--- src/sv/imsm_pkg.sv ---
package imsm_pkg;

    // Field widths
    localparam int COUNT_WIDTH  = 63;
    localparam int TAG_WIDTH    = 8;
    localparam int MARGIN_WIDTH = 32;

    // Signed offset: a margin combined with the shift, with room for the sign
    localparam int OFF_WIDTH = MARGIN_WIDTH + 2;

    // Signed sum of a count and an offset, wide enough never to wrap
    localparam int SUM_WIDTH = ((COUNT_WIDTH > OFF_WIDTH) ? COUNT_WIDTH : OFF_WIDTH) + 2;

    // Configuration port
    localparam int CFG_DATA_WIDTH  = (COUNT_WIDTH > MARGIN_WIDTH) ? COUNT_WIDTH : MARGIN_WIDTH;
    localparam int CFG_INDEX_WIDTH = 3;

    // Result queue
    localparam int RES_DEPTH     = 4;
    localparam int RES_PTR_WIDTH = $clog2(RES_DEPTH);
    localparam int RES_CNT_WIDTH = $clog2(RES_DEPTH + 1);

    typedef enum logic [CFG_INDEX_WIDTH-1:0] {
        CFG_BACK_MARGIN  = 3'd0,
        CFG_FWD_MARGIN   = 3'd1,
        CFG_TIME_SHIFT   = 3'd2,
        CFG_MERGE_ENABLE = 3'd3,
        CFG_MAX_COUNT    = 3'd4
    } t_cfg_index;

    typedef logic [COUNT_WIDTH-1:0]      t_count;
    typedef logic [TAG_WIDTH-1:0]        t_tag;
    typedef logic signed [OFF_WIDTH-1:0] t_offset;

    // Settings as seen by the datapath
    typedef struct packed {
        t_offset start_off;
        t_offset end_off;
        t_count  max_count;
        logic    merge_en;
        logic    pass;
    } t_cfg;

    // Interval after moving and saturation
    typedef struct packed {
        t_count start_cnt;
        t_count end_cnt;
        t_tag   tag;
        logic   fin;
        logic   pass;
    } t_move;

    // One result beat
    typedef struct packed {
        t_count start_cnt;
        t_count end_cnt;
        t_tag   tag;
        logic   last;
    } t_result;

endpackage

--- src/sv/imsm_cfg.sv ---
module imsm_cfg (
    input  logic                                 i_clk,
    input  logic                                 i_rst_n,
    input  logic                                 i_cfg_we,
    input  logic [imsm_pkg::CFG_INDEX_WIDTH-1:0] i_cfg_index,
    input  logic [imsm_pkg::CFG_DATA_WIDTH-1:0]  i_cfg_data,
    output imsm_pkg::t_cfg                       o_cfg
);
    import imsm_pkg::*;

    logic [MARGIN_WIDTH-1:0]        r_back, n_back;
    logic [MARGIN_WIDTH-1:0]        r_fwd, n_fwd;
    logic signed [MARGIN_WIDTH-1:0] r_shift, n_shift;
    logic                           r_merge_en, n_merge_en;
    t_count                         r_max_count, n_max_count;
    t_offset                        r_start_off, n_start_off;
    t_offset                        r_end_off, n_end_off;

    // Decode the register write
    always_comb begin
        n_back      = r_back;
        n_fwd       = r_fwd;
        n_shift     = r_shift;
        n_merge_en  = r_merge_en;
        n_max_count = r_max_count;
        if (i_cfg_we) begin
            case (i_cfg_index)
                CFG_BACK_MARGIN:  n_back      = i_cfg_data[MARGIN_WIDTH-1:0];
                CFG_FWD_MARGIN:   n_fwd       = i_cfg_data[MARGIN_WIDTH-1:0];
                CFG_TIME_SHIFT:   n_shift     = $signed(i_cfg_data[MARGIN_WIDTH-1:0]);
                CFG_MERGE_ENABLE: n_merge_en  = i_cfg_data[0];
                CFG_MAX_COUNT:    n_max_count = i_cfg_data[COUNT_WIDTH-1:0];
                default: ;
            endcase
        end
    end

    // Fold margins and shift into one signed offset per bound
    always_comb begin
        n_start_off = {{(OFF_WIDTH-MARGIN_WIDTH){n_shift[MARGIN_WIDTH-1]}}, n_shift}
                    - $signed({{(OFF_WIDTH-MARGIN_WIDTH){1'b0}}, n_back});
        n_end_off   = {{(OFF_WIDTH-MARGIN_WIDTH){n_shift[MARGIN_WIDTH-1]}}, n_shift}
                    + $signed({{(OFF_WIDTH-MARGIN_WIDTH){1'b0}}, n_fwd});
    end

    always_ff @(posedge i_clk) begin
        if (!i_rst_n) begin
            r_back      <= '0;
            r_fwd       <= '0;
            r_shift     <= '0;
            r_merge_en  <= 1'b0;
            r_max_count <= '1;
            r_start_off <= '0;
            r_end_off   <= '0;
        end else begin
            r_back      <= n_back;
            r_fwd       <= n_fwd;
            r_shift     <= n_shift;
            r_merge_en  <= n_merge_en;
            r_max_count <= n_max_count;
            r_start_off <= n_start_off;
            r_end_off   <= n_end_off;
        end
    end

    always_comb begin
        o_cfg.start_off = r_start_off;
        o_cfg.end_off   = r_end_off;
        o_cfg.max_count = r_max_count;
        o_cfg.merge_en  = r_merge_en;
        o_cfg.pass      = (r_back == '0) && (r_fwd == '0) && (r_shift == '0);
    end

endmodule

--- src/sv/imsm_shift.sv ---
module imsm_shift (
    input  logic                   i_clk,
    input  logic                   i_rst_n,
    input  logic                   i_in_valid,
    input  imsm_pkg::t_count       i_start_count,
    input  imsm_pkg::t_count       i_end_count,
    input  imsm_pkg::t_tag         i_tag,
    input  logic                   i_is_final,
    output logic                   o_in_stall,
    input  imsm_pkg::t_cfg         i_cfg,
    input  logic                   i_mv_take,
    output logic                   o_mv_valid,
    output imsm_pkg::t_move        o_mv
);
    import imsm_pkg::*;

    logic   r_in_valid;
    t_count r_in_start;
    t_count r_in_end;
    t_tag   r_in_tag;
    logic   r_in_fin;

    logic   r_mv_valid;
    t_move  r_mv;
    t_move  n_mv;

    logic   in_accept;
    logic   mv_load;

    // Add a signed offset, clamp below at zero and above at the maximum count
    function automatic t_count move_sat(t_count x, t_offset off, t_count maxc);
        logic signed [SUM_WIDTH-1:0] sum;
        logic signed [SUM_WIDTH-1:0] lim;
        sum = $signed({{(SUM_WIDTH-COUNT_WIDTH){1'b0}}, x})
            + {{(SUM_WIDTH-OFF_WIDTH){off[OFF_WIDTH-1]}}, off};
        lim = $signed({{(SUM_WIDTH-COUNT_WIDTH){1'b0}}, maxc});
        if (sum[SUM_WIDTH-1]) begin
            return '0;
        end else if (sum > lim) begin
            return maxc;
        end else begin
            return sum[COUNT_WIDTH-1:0];
        end
    endfunction

    // Stage handshakes
    assign mv_load    = r_in_valid && (!r_mv_valid || i_mv_take);
    assign o_in_stall = r_in_valid && !mv_load;
    assign in_accept  = i_in_valid && !o_in_stall;

    // Move both bounds, or pass them through untouched when nothing moves
    always_comb begin
        n_mv.tag  = r_in_tag;
        n_mv.fin  = r_in_fin;
        n_mv.pass = i_cfg.pass;
        if (i_cfg.pass) begin
            n_mv.start_cnt = r_in_start;
            n_mv.end_cnt   = r_in_end;
        end else begin
            n_mv.start_cnt = move_sat(r_in_start, i_cfg.start_off, i_cfg.max_count);
            n_mv.end_cnt   = move_sat(r_in_end, i_cfg.end_off, i_cfg.max_count);
        end
    end

    always_ff @(posedge i_clk) begin
        if (!i_rst_n) begin
            r_in_valid <= 1'b0;
            r_mv_valid <= 1'b0;
        end else begin
            r_in_valid <= in_accept || (r_in_valid && !mv_load);
            r_mv_valid <= mv_load || (r_mv_valid && !i_mv_take);
        end
    end

    // Capture the input beat
    always_ff @(posedge i_clk) begin
        if (in_accept) begin
            r_in_start <= i_start_count;
            r_in_end   <= i_end_count;
            r_in_tag   <= i_tag;
            r_in_fin   <= i_is_final;
        end
    end

    // Hold the moved interval until the merge stage takes it
    always_ff @(posedge i_clk) begin
        if (mv_load) begin
            r_mv <= n_mv;
        end
    end

    assign o_mv_valid = r_mv_valid;
    assign o_mv       = r_mv;

    a_start_bound: assert property (@(posedge i_clk) disable iff (!i_rst_n)
        (r_mv_valid && !r_mv.pass) |-> (r_mv.start_cnt <= i_cfg.max_count))
        else $error("moved start above maximum count");

    a_end_bound: assert property (@(posedge i_clk) disable iff (!i_rst_n)
        (r_mv_valid && !r_mv.pass) |-> (r_mv.end_cnt <= i_cfg.max_count))
        else $error("moved end above maximum count");

endmodule

--- src/sv/imsm_merge.sv ---
module imsm_merge (
    input  logic              i_clk,
    input  logic              i_rst_n,
    input  imsm_pkg::t_cfg    i_cfg,
    input  logic              i_mv_valid,
    input  imsm_pkg::t_move   i_mv,
    output logic              o_mv_take,
    output logic              o_out_valid,
    output imsm_pkg::t_result o_res,
    input  logic              i_out_stall
);
    import imsm_pkg::*;

    logic                     r_held_valid, n_held_valid;
    t_count                   r_held_start, n_held_start;
    t_count                   r_held_end, n_held_end;
    t_tag                     r_held_tag, n_held_tag;

    t_result                  r_queue [RES_DEPTH];
    logic [RES_PTR_WIDTH-1:0] r_wr_ptr;
    logic [RES_PTR_WIDTH-1:0] r_rd_ptr;
    logic [RES_CNT_WIDTH-1:0] r_count;

    logic                     fold;
    logic                     emit_old;
    logic                     tail_v;
    t_result                  old_res;
    t_result                  tail_res;
    logic [1:0]               push_n;
    logic                     pop;

    // Take an interval only while the queue has room for two beats
    assign o_mv_take = i_mv_valid && (r_count <= RES_CNT_WIDTH'(RES_DEPTH - 2));
    assign pop       = (r_count != '0) && !i_out_stall;

    // Merge decision and the beats it causes
    always_comb begin
        fold = i_cfg.merge_en && r_held_valid && !i_mv.pass
               && (r_held_end >= i_mv.start_cnt);

        old_res.start_cnt = r_held_start;
        old_res.end_cnt   = r_held_end;
        old_res.tag       = r_held_tag;
        old_res.last      = 1'b0;

        n_held_valid = r_held_valid;
        n_held_start = r_held_start;
        n_held_end   = r_held_end;
        n_held_tag   = r_held_tag;

        if (i_mv.pass) begin
            // flush what is held, then send the interval as it came
            emit_old           = r_held_valid;
            tail_v             = 1'b1;
            tail_res.start_cnt = i_mv.start_cnt;
            tail_res.end_cnt   = i_mv.end_cnt;
            tail_res.tag       = i_mv.tag;
            tail_res.last      = i_mv.fin;
            n_held_valid       = 1'b0;
        end else begin
            emit_old     = r_held_valid && !fold;
            n_held_start = fold ? r_held_start : i_mv.start_cnt;
            n_held_end   = i_mv.end_cnt;
            n_held_tag   = fold ? r_held_tag : i_mv.tag;
            n_held_valid = !i_mv.fin;
            // the final interval flushes the updated held one
            tail_v             = i_mv.fin;
            tail_res.start_cnt = n_held_start;
            tail_res.end_cnt   = n_held_end;
            tail_res.tag       = n_held_tag;
            tail_res.last      = 1'b1;
        end

        push_n = o_mv_take ? ({1'b0, emit_old} + {1'b0, tail_v}) : 2'd0;
    end

    // Held interval
    always_ff @(posedge i_clk) begin
        if (!i_rst_n) begin
            r_held_valid <= 1'b0;
        end else if (o_mv_take) begin
            r_held_valid <= n_held_valid;
        end
    end

    always_ff @(posedge i_clk) begin
        if (o_mv_take) begin
            r_held_start <= n_held_start;
            r_held_end   <= n_held_end;
            r_held_tag   <= n_held_tag;
        end
    end

    // Result queue pointers
    always_ff @(posedge i_clk) begin
        if (!i_rst_n) begin
            r_wr_ptr <= '0;
            r_rd_ptr <= '0;
            r_count  <= '0;
        end else begin
            r_wr_ptr <= r_wr_ptr + RES_PTR_WIDTH'(push_n);
            r_rd_ptr <= r_rd_ptr + RES_PTR_WIDTH'(pop);
            r_count  <= r_count + RES_CNT_WIDTH'(push_n) - RES_CNT_WIDTH'(pop);
        end
    end

    // Write up to two beats in order
    always_ff @(posedge i_clk) begin
        if (o_mv_take && emit_old) begin
            r_queue[r_wr_ptr] <= old_res;
        end
        if (o_mv_take && tail_v) begin
            r_queue[r_wr_ptr + RES_PTR_WIDTH'(emit_old)] <= tail_res;
        end
    end

    assign o_out_valid = (r_count != '0);
    assign o_res       = r_queue[r_rd_ptr];

    a_queue_bound: assert property (@(posedge i_clk) disable iff (!i_rst_n)
        r_count <= RES_CNT_WIDTH'(RES_DEPTH))
        else $error("result queue overflow");

    a_final_clears: assert property (@(posedge i_clk) disable iff (!i_rst_n)
        (o_mv_take && i_mv.fin) |=> !r_held_valid)
        else $error("interval still held after the final one");

    a_pass_clears: assert property (@(posedge i_clk) disable iff (!i_rst_n)
        (o_mv_take && i_mv.pass) |=> !r_held_valid)
        else $error("interval held in pass-through mode");

endmodule

--- src/sv/interval_margin_shift_merge_unit.sv ---
// Interval margin, shift and merge unit.
// Input channel (i_in_valid / o_in_stall) carries one sorted interval per beat:
// start and end counts, a tag and a final marker. Output channel
// (o_out_valid / i_out_stall) carries the moved, saturated intervals; with
// merging enabled and a nonzero margin or shift, overlapping intervals leave
// as one beat with the tag of the first. The final input flushes, and its last
// result has o_out_last set. Each input beat yields zero, one or two result
// beats. A beat passes the input register, the move/saturate register and the
// result queue. Throughput: one interval per clock; the input stalls when the
// four-entry result queue cannot take two more beats, so two-result intervals
// can briefly slow intake to the output rate of one beat per clock. Reset
// (synchronous, active low) clears the held interval and the queue and
// restores the settings: zero margins and shift, merging off, maximum count
// all ones. Settings are written through i_cfg_we / i_cfg_index / i_cfg_data,
// by the user only while no interval is in flight; the block does not enforce
// this. A stalled receiver holds the output beat steady; the queue then fills
// and the input channel stalls in turn.
module interval_margin_shift_merge_unit (
    input  logic                                 i_clk,
    input  logic                                 i_rst_n,
    input  logic                                 i_cfg_we,
    input  logic [imsm_pkg::CFG_INDEX_WIDTH-1:0] i_cfg_index,
    input  logic [imsm_pkg::CFG_DATA_WIDTH-1:0]  i_cfg_data,
    input  logic                                 i_in_valid,
    output logic                                 o_in_stall,
    input  logic [imsm_pkg::COUNT_WIDTH-1:0]     i_start_count,
    input  logic [imsm_pkg::COUNT_WIDTH-1:0]     i_end_count,
    input  logic [imsm_pkg::TAG_WIDTH-1:0]       i_tag,
    input  logic                                 i_is_final,
    output logic                                 o_out_valid,
    input  logic                                 i_out_stall,
    output logic [imsm_pkg::COUNT_WIDTH-1:0]     o_out_start,
    output logic [imsm_pkg::COUNT_WIDTH-1:0]     o_out_end,
    output logic [imsm_pkg::TAG_WIDTH-1:0]       o_out_tag,
    output logic                                 o_out_last
);
    import imsm_pkg::*;

    t_cfg    cfg;
    logic    mv_valid;
    logic    mv_take;
    t_move   mv;
    t_result res;

    // Settings
    imsm_cfg u_cfg (
        .i_clk       (i_clk),
        .i_rst_n     (i_rst_n),
        .i_cfg_we    (i_cfg_we),
        .i_cfg_index (i_cfg_index),
        .i_cfg_data  (i_cfg_data),
        .o_cfg       (cfg)
    );

    // Input register and move/saturate stage
    imsm_shift u_shift (
        .i_clk         (i_clk),
        .i_rst_n       (i_rst_n),
        .i_in_valid    (i_in_valid),
        .i_start_count (i_start_count),
        .i_end_count   (i_end_count),
        .i_tag         (i_tag),
        .i_is_final    (i_is_final),
        .o_in_stall    (o_in_stall),
        .i_cfg         (cfg),
        .i_mv_take     (mv_take),
        .o_mv_valid    (mv_valid),
        .o_mv          (mv)
    );

    // Merge stage and result queue
    imsm_merge u_merge (
        .i_clk       (i_clk),
        .i_rst_n     (i_rst_n),
        .i_cfg       (cfg),
        .i_mv_valid  (mv_valid),
        .i_mv        (mv),
        .o_mv_take   (mv_take),
        .o_out_valid (o_out_valid),
        .o_res       (res),
        .i_out_stall (i_out_stall)
    );

    assign o_out_start = res.start_cnt;
    assign o_out_end   = res.end_cnt;
    assign o_out_tag   = res.tag;
    assign o_out_last  = res.last;

endmodule
--- config.mk ---
export PLATFORM = sky130hd
export DESIGN_NAME = interval_margin_shift_merge_unit
export DESIGN_NICKNAME = d
export VERILOG_FILES = /design/src/sv/imsm_pkg.sv /design/src/sv/imsm_cfg.sv /design/src/sv/imsm_shift.sv /design/src/sv/imsm_merge.sv /design/src/sv/interval_margin_shift_merge_unit.sv
export SDC_FILE = /design/constraint.sdc
export NUM_CORES = 2
export LEC_CHECK = 0
export BUFFER_PORTS_ARGS = -buffer_cell sky130_fd_sc_hd__buf_4
export CORE_MARGIN = 3
export CORE_UTILIZATION = 41
export CTS_CLUSTER_SIZE = 14
export DETAILED_ROUTE_END_ITERATION = 16
export GPL_TIMING_DRIVEN = 0
export MAX_ROUTING_LAYER = met4
export PLACE_DENSITY_LB_ADDON = 0.25
export REMOVE_ABC_BUFFERS = 1
export SYNTH_ARGS = -nofsm -noshare
export SYNTH_HDL_FRONTEND = slang
export SYNTH_SLANG_ARGS = --single-unit
--- constraint.sdc ---
create_clock -name i_clk -period 19.21 [get_ports i_clk]
set_input_delay 3.842 -clock i_clk [delete_from_list [all_inputs] [get_ports i_clk]]
set_output_delay 3.842 -clock i_clk [all_outputs]
set_load 0.005 [all_outputs]
### Yosys cells after proc, flatten, opt, wreduce, memory -nomap -nowiden

Memory sizes are Yosys's and may differ from the RTL's. A register that Yosys moved wholly into a read port is not among the register bits.
Index checks and enable logic that the tools add are counted.

| word-level totals | value |
|---|---|
| output and inout bits | 137 |
| logic and storage cells | 101 |
| memories kept | 1 |
| bits in writable memories | 540 |
| register bits | 643 |

Memories:

| name | words | bits a word | read ports | clocked after Yosys merged registers in | wr ports | RTL line | source |
|---|---|---|---|---|---|---|---|
| u_merge.r_queue | 4 | 135 | 1 | 1 | 2 | imsm_merge.sv:19 | `t_result r_queue [RES_DEPTH];` |

| cells by class | value |
|---|---|
| reduce and logical (&&, ||, !) cells | 33 |
| bitwise operators | 1 |
| eq/ne operators | 4 |
| order comparisons | 4 |
| $add $sub $neg | 10 |
| multiplexer cells | 23 |

Operator list:

| kind | number |
|---|---|
| 2-to-1 mux 63 bit | 5 |
| 2-to-1 mux 32 bit | 6 |
| 2-to-1 mux 135 bit | 1 |
| adder 64 x 34 -> 65 bit | 2 |
| > comparator 65 x 64 -> 1 bit | 2 |
| 2-to-1 mux 126 bit | 1 |
| zero test 32 bit | 3 |
| >= comparator 63 bit | 1 |
| adder 32 x 33 -> 34 bit | 1 |
| subtractor 32 x 33 -> 34 bit | 1 |
| logical AND 1 bit | 14 |
| zero test 1 bit | 8 |
| 2-to-1 mux 8 bit | 1 |
| 2-to-1 mux 1 bit | 7 |
| equality test 3 x 2 -> 1 bit, second input constant | 2 |
| AND reduction 2 bit | 3 |
| adder 2 x 1 -> 2 bit | 2 |
| 2-to-1 mux 2 bit | 2 |
| adder 3 x 2 -> 3 bit | 1 |
| equality test 3 x 1 -> 1 bit, second input constant | 1 |
| equality test 3 bit, second input constant | 1 |
| <= comparator 3 x 2 -> 1 bit, second input constant | 1 |
| zero test 3 bit | 1 |
| logical OR 1 bit | 3 |
| 5 further kinds | 5 |

### Longest topological paths before layout

| depth | value |
|---|---|
| depth in word-level cells | 10 |
| gate-level depth with buffers | 25 |
| mapped depth without buffers | 23 |

### Cells and area by module

Synthesis repeated with hierarchy kept, for this count alone.

| second synthesis, totals | value |
|---|---|
| cells, all modules | 5606 |
| area, all modules | 65786.8 sq um |

By module, submodules not included:

| module | times used | sequential area each (sq um) | cells each | area each (sq um) |
|---|---|---|---|---|
| imsm_merge | 1 | 20399.6 | 2142 | 32857.8 |
| imsm_shift | 1 | 8177.8 | 2223 | 21862.2 |
| imsm_cfg | 1 | 4564.4 | 1241 | 11066.9 |

### Worst setup path before layout

Ideal clock, no wire load.

| path | value |
|---|---|
| path kind | reg-to-reg |
| start | reg u_shift.r_mv (netlist bit u_shift.o_mv[97]) |
| end | mem u_merge.r_queue[0][0] in the netlist's numbering (enable) |
| cell stages (with the launch flop) | 15 |
| path slack | 2.017 ns |
| data required time | 18.216 ns |
| data arrival time | 16.199 ns |
| buffers on the path | 1 |
| path through | edfxtp_1 -> inv_1 -> ha_1 -> a21o_1 -> a21o_1 -> a21o_1 -> a21o_1 -> a21o_1 -> a21o_1 -> a211oi_1 -> o31ai_1 -> o211ai_1 -> clkbuf_1 -> nand2_1 -> o41ai_1 |

RTL lines:

| item | RTL line | source |
|---|---|---|
| start: declaration | imsm_shift.sv:24 | `t_move r_mv;` |
| start signal: assignment | imsm_shift.sv:88 | `r_mv <= n_mv;` |
| end: declaration | imsm_merge.sv:19 |  |

==> impl_metrics.tcl <==
set metrics [dict create \
    core-area_um2 157000 \
    syn_area_um2 64800 \
    grt_pass1_vias 43600 \
    insertion_delay_ns 0.78 \
    die-area_um2 163000 \
    fin_ws_ns 10.33 \
    final_area_um2 75700 \
    drc_errors 0 \
    critical_path.endpoint_type "flop" \
    dpl_worst_slack_ns 10.41 \
    dieHeight_um 404 \
    antenna_found_initial 7 \
    hold_buffers 0 \
    first_iter_violations 3117 \
    synth-async-reset-ratio_pct 0 \
    synth_ff_type "edfxtp_1" \
    area_delta_synth_final_pct 16.8 \
    critPathRequiredTime_ns 19.66 \
    grt_pass1_wl_um 285000 \
    fin_cells 7801 \
    cts_root_buffer "clkbuf_16" \
    maxSlewHeadroom_pct 7.35 \
    min_period_ns 8.88 \
    worstPathMaxFanout 64 \
    post_cts_buffers 0 \
    nets 6231 \
    initial_core_util_pct 41.4 \
    synth.avg_cell_area_um2 12.5 \
    synth_top_area_share_pct 43.8 \
    maxCapViolCount 0 \
    ys_types 83 \
    io_buffers 342 \
    postRouteAntennaNets 0 \
    synth_area_leaders "edfxtp_1 44%, mux2_2 12%, ha_1 7.5%" \
    finClkSkew_ns 0.0331 \
    cellLeakagePower_uw 0.0295 \
    status "finished, final reports clean" \
    hp-class "reg2reg" \
    slowest_delay_ns 1.15 \
    rsz0062_at_grt "false" \
    clk_pin_slew_ns 0.06 \
    clock.fmax_mhz 113 \
    place.gp.congestion 0.924 \
    worstSetupPathType "reg2reg" \
    cp-start-kind "flop" \
    yosysSeqAreaShare_pct 51.2 \
    cts_inserted_buffers 135 \
    place_area_um2 71400 \
    cts_buffer_depth 3 \
    dp_hpwl_um 148000 \
    cts_resized 0 \
    via_count 43900 \
    io-pin-count 343 \
    final.period_utilization_pct 46.2 \
    vias_per_cell 5.63 \
    overflow 0 \
    setup_violations 0 \
    ys_warn_count 0 \
    fin_total_pwr_uw 7550 \
    ctsHtreeMaxLevel 4 \
    yosys_register_bits 1183 \
    firstDrtPassIters 5 \
    die_w_um 404 \
    fillers 13900 \
    slew_viol_final 0 \
    rows 145 \
    routed_wl_um 192000 \
    yosysTopAreaCell "edfxtp_1" \
    worstMarginPinSlew_ns 1.39 \
    p_per_area_nw_per_um2 99.7 \
    cp.arrival_ns 9.33 \
    cp_slowest_cell "or2_2" \
    placed_cells 7551 \
    numClockSinks 1183 \
    synth_edf_count 945 \
    grt_max_degree 91 \
    groute.usage.overall_pct 24.0 \
    synth_cells 5193 \
    path_cells "ha_1, fa_1, a211oi_1, o211ai_2, a31oi_1, o2111ai_2, a41oi_2, o21ai_0, a311oi_1, nor3_1, ha_1, nand4_1, nor4_1, nand4_1, nor3_1, a21oi_1, o21ai_0, nor4b_2, or2_2, a21oi_1, o31ai_1" \
    whs_ns 0.423 \
    ir_worst_vdd_v 0.0000922 \
    cts_tree "built" \
    hold_violations 0 \
    layout-drive-gt1-share_pct 27.9 \
    wl_per_cell_um 24.6 \
]
==> path summary, 6_finish.rpt <==
kind,depth (start not counted),slack [ns],endpoint,startpoint
setup / recovery,21,10.33,u_shift.o_mv[35]$_DFFE_PP_,u_shift.r_in_end[0]$_DFFE_PP_
hold / removal,0,0.42,u_shift.o_mv[6]$_DFFE_PP_,u_shift.r_in_tag[4]$_DFFE_PP_
setup reg to reg,21,10.33,u_shift.o_mv[35]$_DFFE_PP_,u_shift.r_in_end[0]$_DFFE_PP_
hold reg to reg,0,0.42,u_shift.o_mv[6]$_DFFE_PP_,u_shift.r_in_tag[4]$_DFFE_PP_
==> logic make-up (layout without fill, tap and decap cells) <==
group	after synthesis	in the layout	synth area share, %
flops	1183	1183	51.2
simple gates	1072	1072	8.06
compound gates	1022	1022	10.2
mux	909	909	17.9
buf+inv	445	990	2.72
fa+ha+maj	395	395	7.69
xor+xnor	167	167	2.27
other cells	0	5	0
==> cell usage in the layout (no fill, tap or decap), types with 21 or more instances in the layout <==
cell / n
clkinv_1: 28
nor3_1: 103
nor4_1: 43
xnor2_1: 92
buf_6: 32
mux2_2: 666
nand2_1: 354
a211oi_1: 21
mux2i_1: 108
a31oi_1: 29
buf_4: 478
nand3_1: 50
and3_1: 23
nand4_1: 86
a21o_1: 151
buf_12: 25
nor2b_1: 36
inv_1: 193
ha_1: 390
clkbuf_16: 136
clkbuf_1: 31
o21a_1: 37
a21oi_1: 303
edfxtp_1: 945
nor2_1: 200
mux4_2: 135
and2_1: 76
o21bai_1: 25
o21ai_0: 190
o211ai_1: 81
dfxtp_1: 234
xor2_1: 74
o31ai_1: 64
==> area by class of cell <==
| type | count | area, um^2 | area share, % |
|---|---|---|---|
| sequential | 1183 | 33200 | 43.8 |
| tap | 2058 | 2570 | 3.40 |
| timing repair buffer | 551 | 4850 | 6.42 |
| multi-input combinational | 3565 | 30100 | 39.7 |
| clock buffer | 172 | 3590 | 4.74 |
| clock inverter | 73 | 678 | 0.896 |
| antenna | 5 | 12.5 | 0.0165 |
| inverter | 194 | 731 | 0.966 |
==> flip-flops by register name, summed over array words and instances (netlist names), 32 cells and up <==
register              flops
u_cfg.r_fwd              32
u_shift.o_mv            136
u_cfg.r_end_off          34
u_cfg.r_shift            32
u_shift.r_in_start       63
u_merge.r_queue         540
u_cfg.r_max_count        63
u_cfg.r_start_off        34
u_merge.r_held_end       63
u_shift.r_in_end         63
u_cfg.r_back             32
u_merge.r_held_start     63
==> metal layers <==
layer / share of wire (%) / up-vias / track usage [%] / wire, um
li1: - / 20800 / - / -
met1: 47 / 21700 / 33.9 / 90300
met2: 45 / 1203 / 36.0 / 86000
met3: 5.3 / 244 / 3.26 / 10200
met4: 2.9 / 0 / 6.87 / 5500
met5: 0 / - / - / 0
==> synthesized netlist by cell type, types with 6 or more instances <==
cell,instances
a211o_1,6
a211oi_1,21
a21boi_0,6
a21o_1,151
a21oi_1,303
a221oi_1,7
a31oi_1,29
and2_1,78
and3_1,23
and4_1,16
buf_1,36
buf_2,34
buf_6,6
clkbuf_1,173
dfxtp_1,238
edfxtp_1,945
ha_1,390
inv_1,194
mux2_2,666
mux2i_1,108
mux4_2,135
nand2_1,355
nand2b_1,19
nand3_1,52
nand4_1,86
nand4b_1,6
nor2_1,201
nor2b_1,40
nor3_1,105
nor3b_1,6
nor4_1,45
o2111ai_1,8
o211ai_1,81
o21a_1,37
o21ai_0,190
o21ai_1,15
o21bai_1,25
o31a_1,7
o31ai_1,64
o41ai_1,10
or2_2,11
or3_1,9
xnor2_1,92
xor2_1,74
==> through the flow <==
stage | setup TNS (ns) | util, %
floorplan | -827.24 | -
global placement | - | 44.0
detailed placement | 0 | 45.6
CTS | 0 | 48.3
global route | 0 | 48.3
finish | 0 | 48.3
==> critical path: cells and delay by family (launching register included) <==
family / cells / cell delay [ns]
AOI/OAI and AO/OA: 11 / 3.38
DFF: 1 / 0.39
adders and majority gates: 3 / 1.01
and+or+nand+nor: 7 / 3.73
==> where the power goes <==
part	internal (uW)	total, uW	switching [uW]
clock network	1420	2510	1090
registers	2950	3130	171
logic	855	1910	1060
total	5230	7550	2320
(Power assumes the default switching activity.)
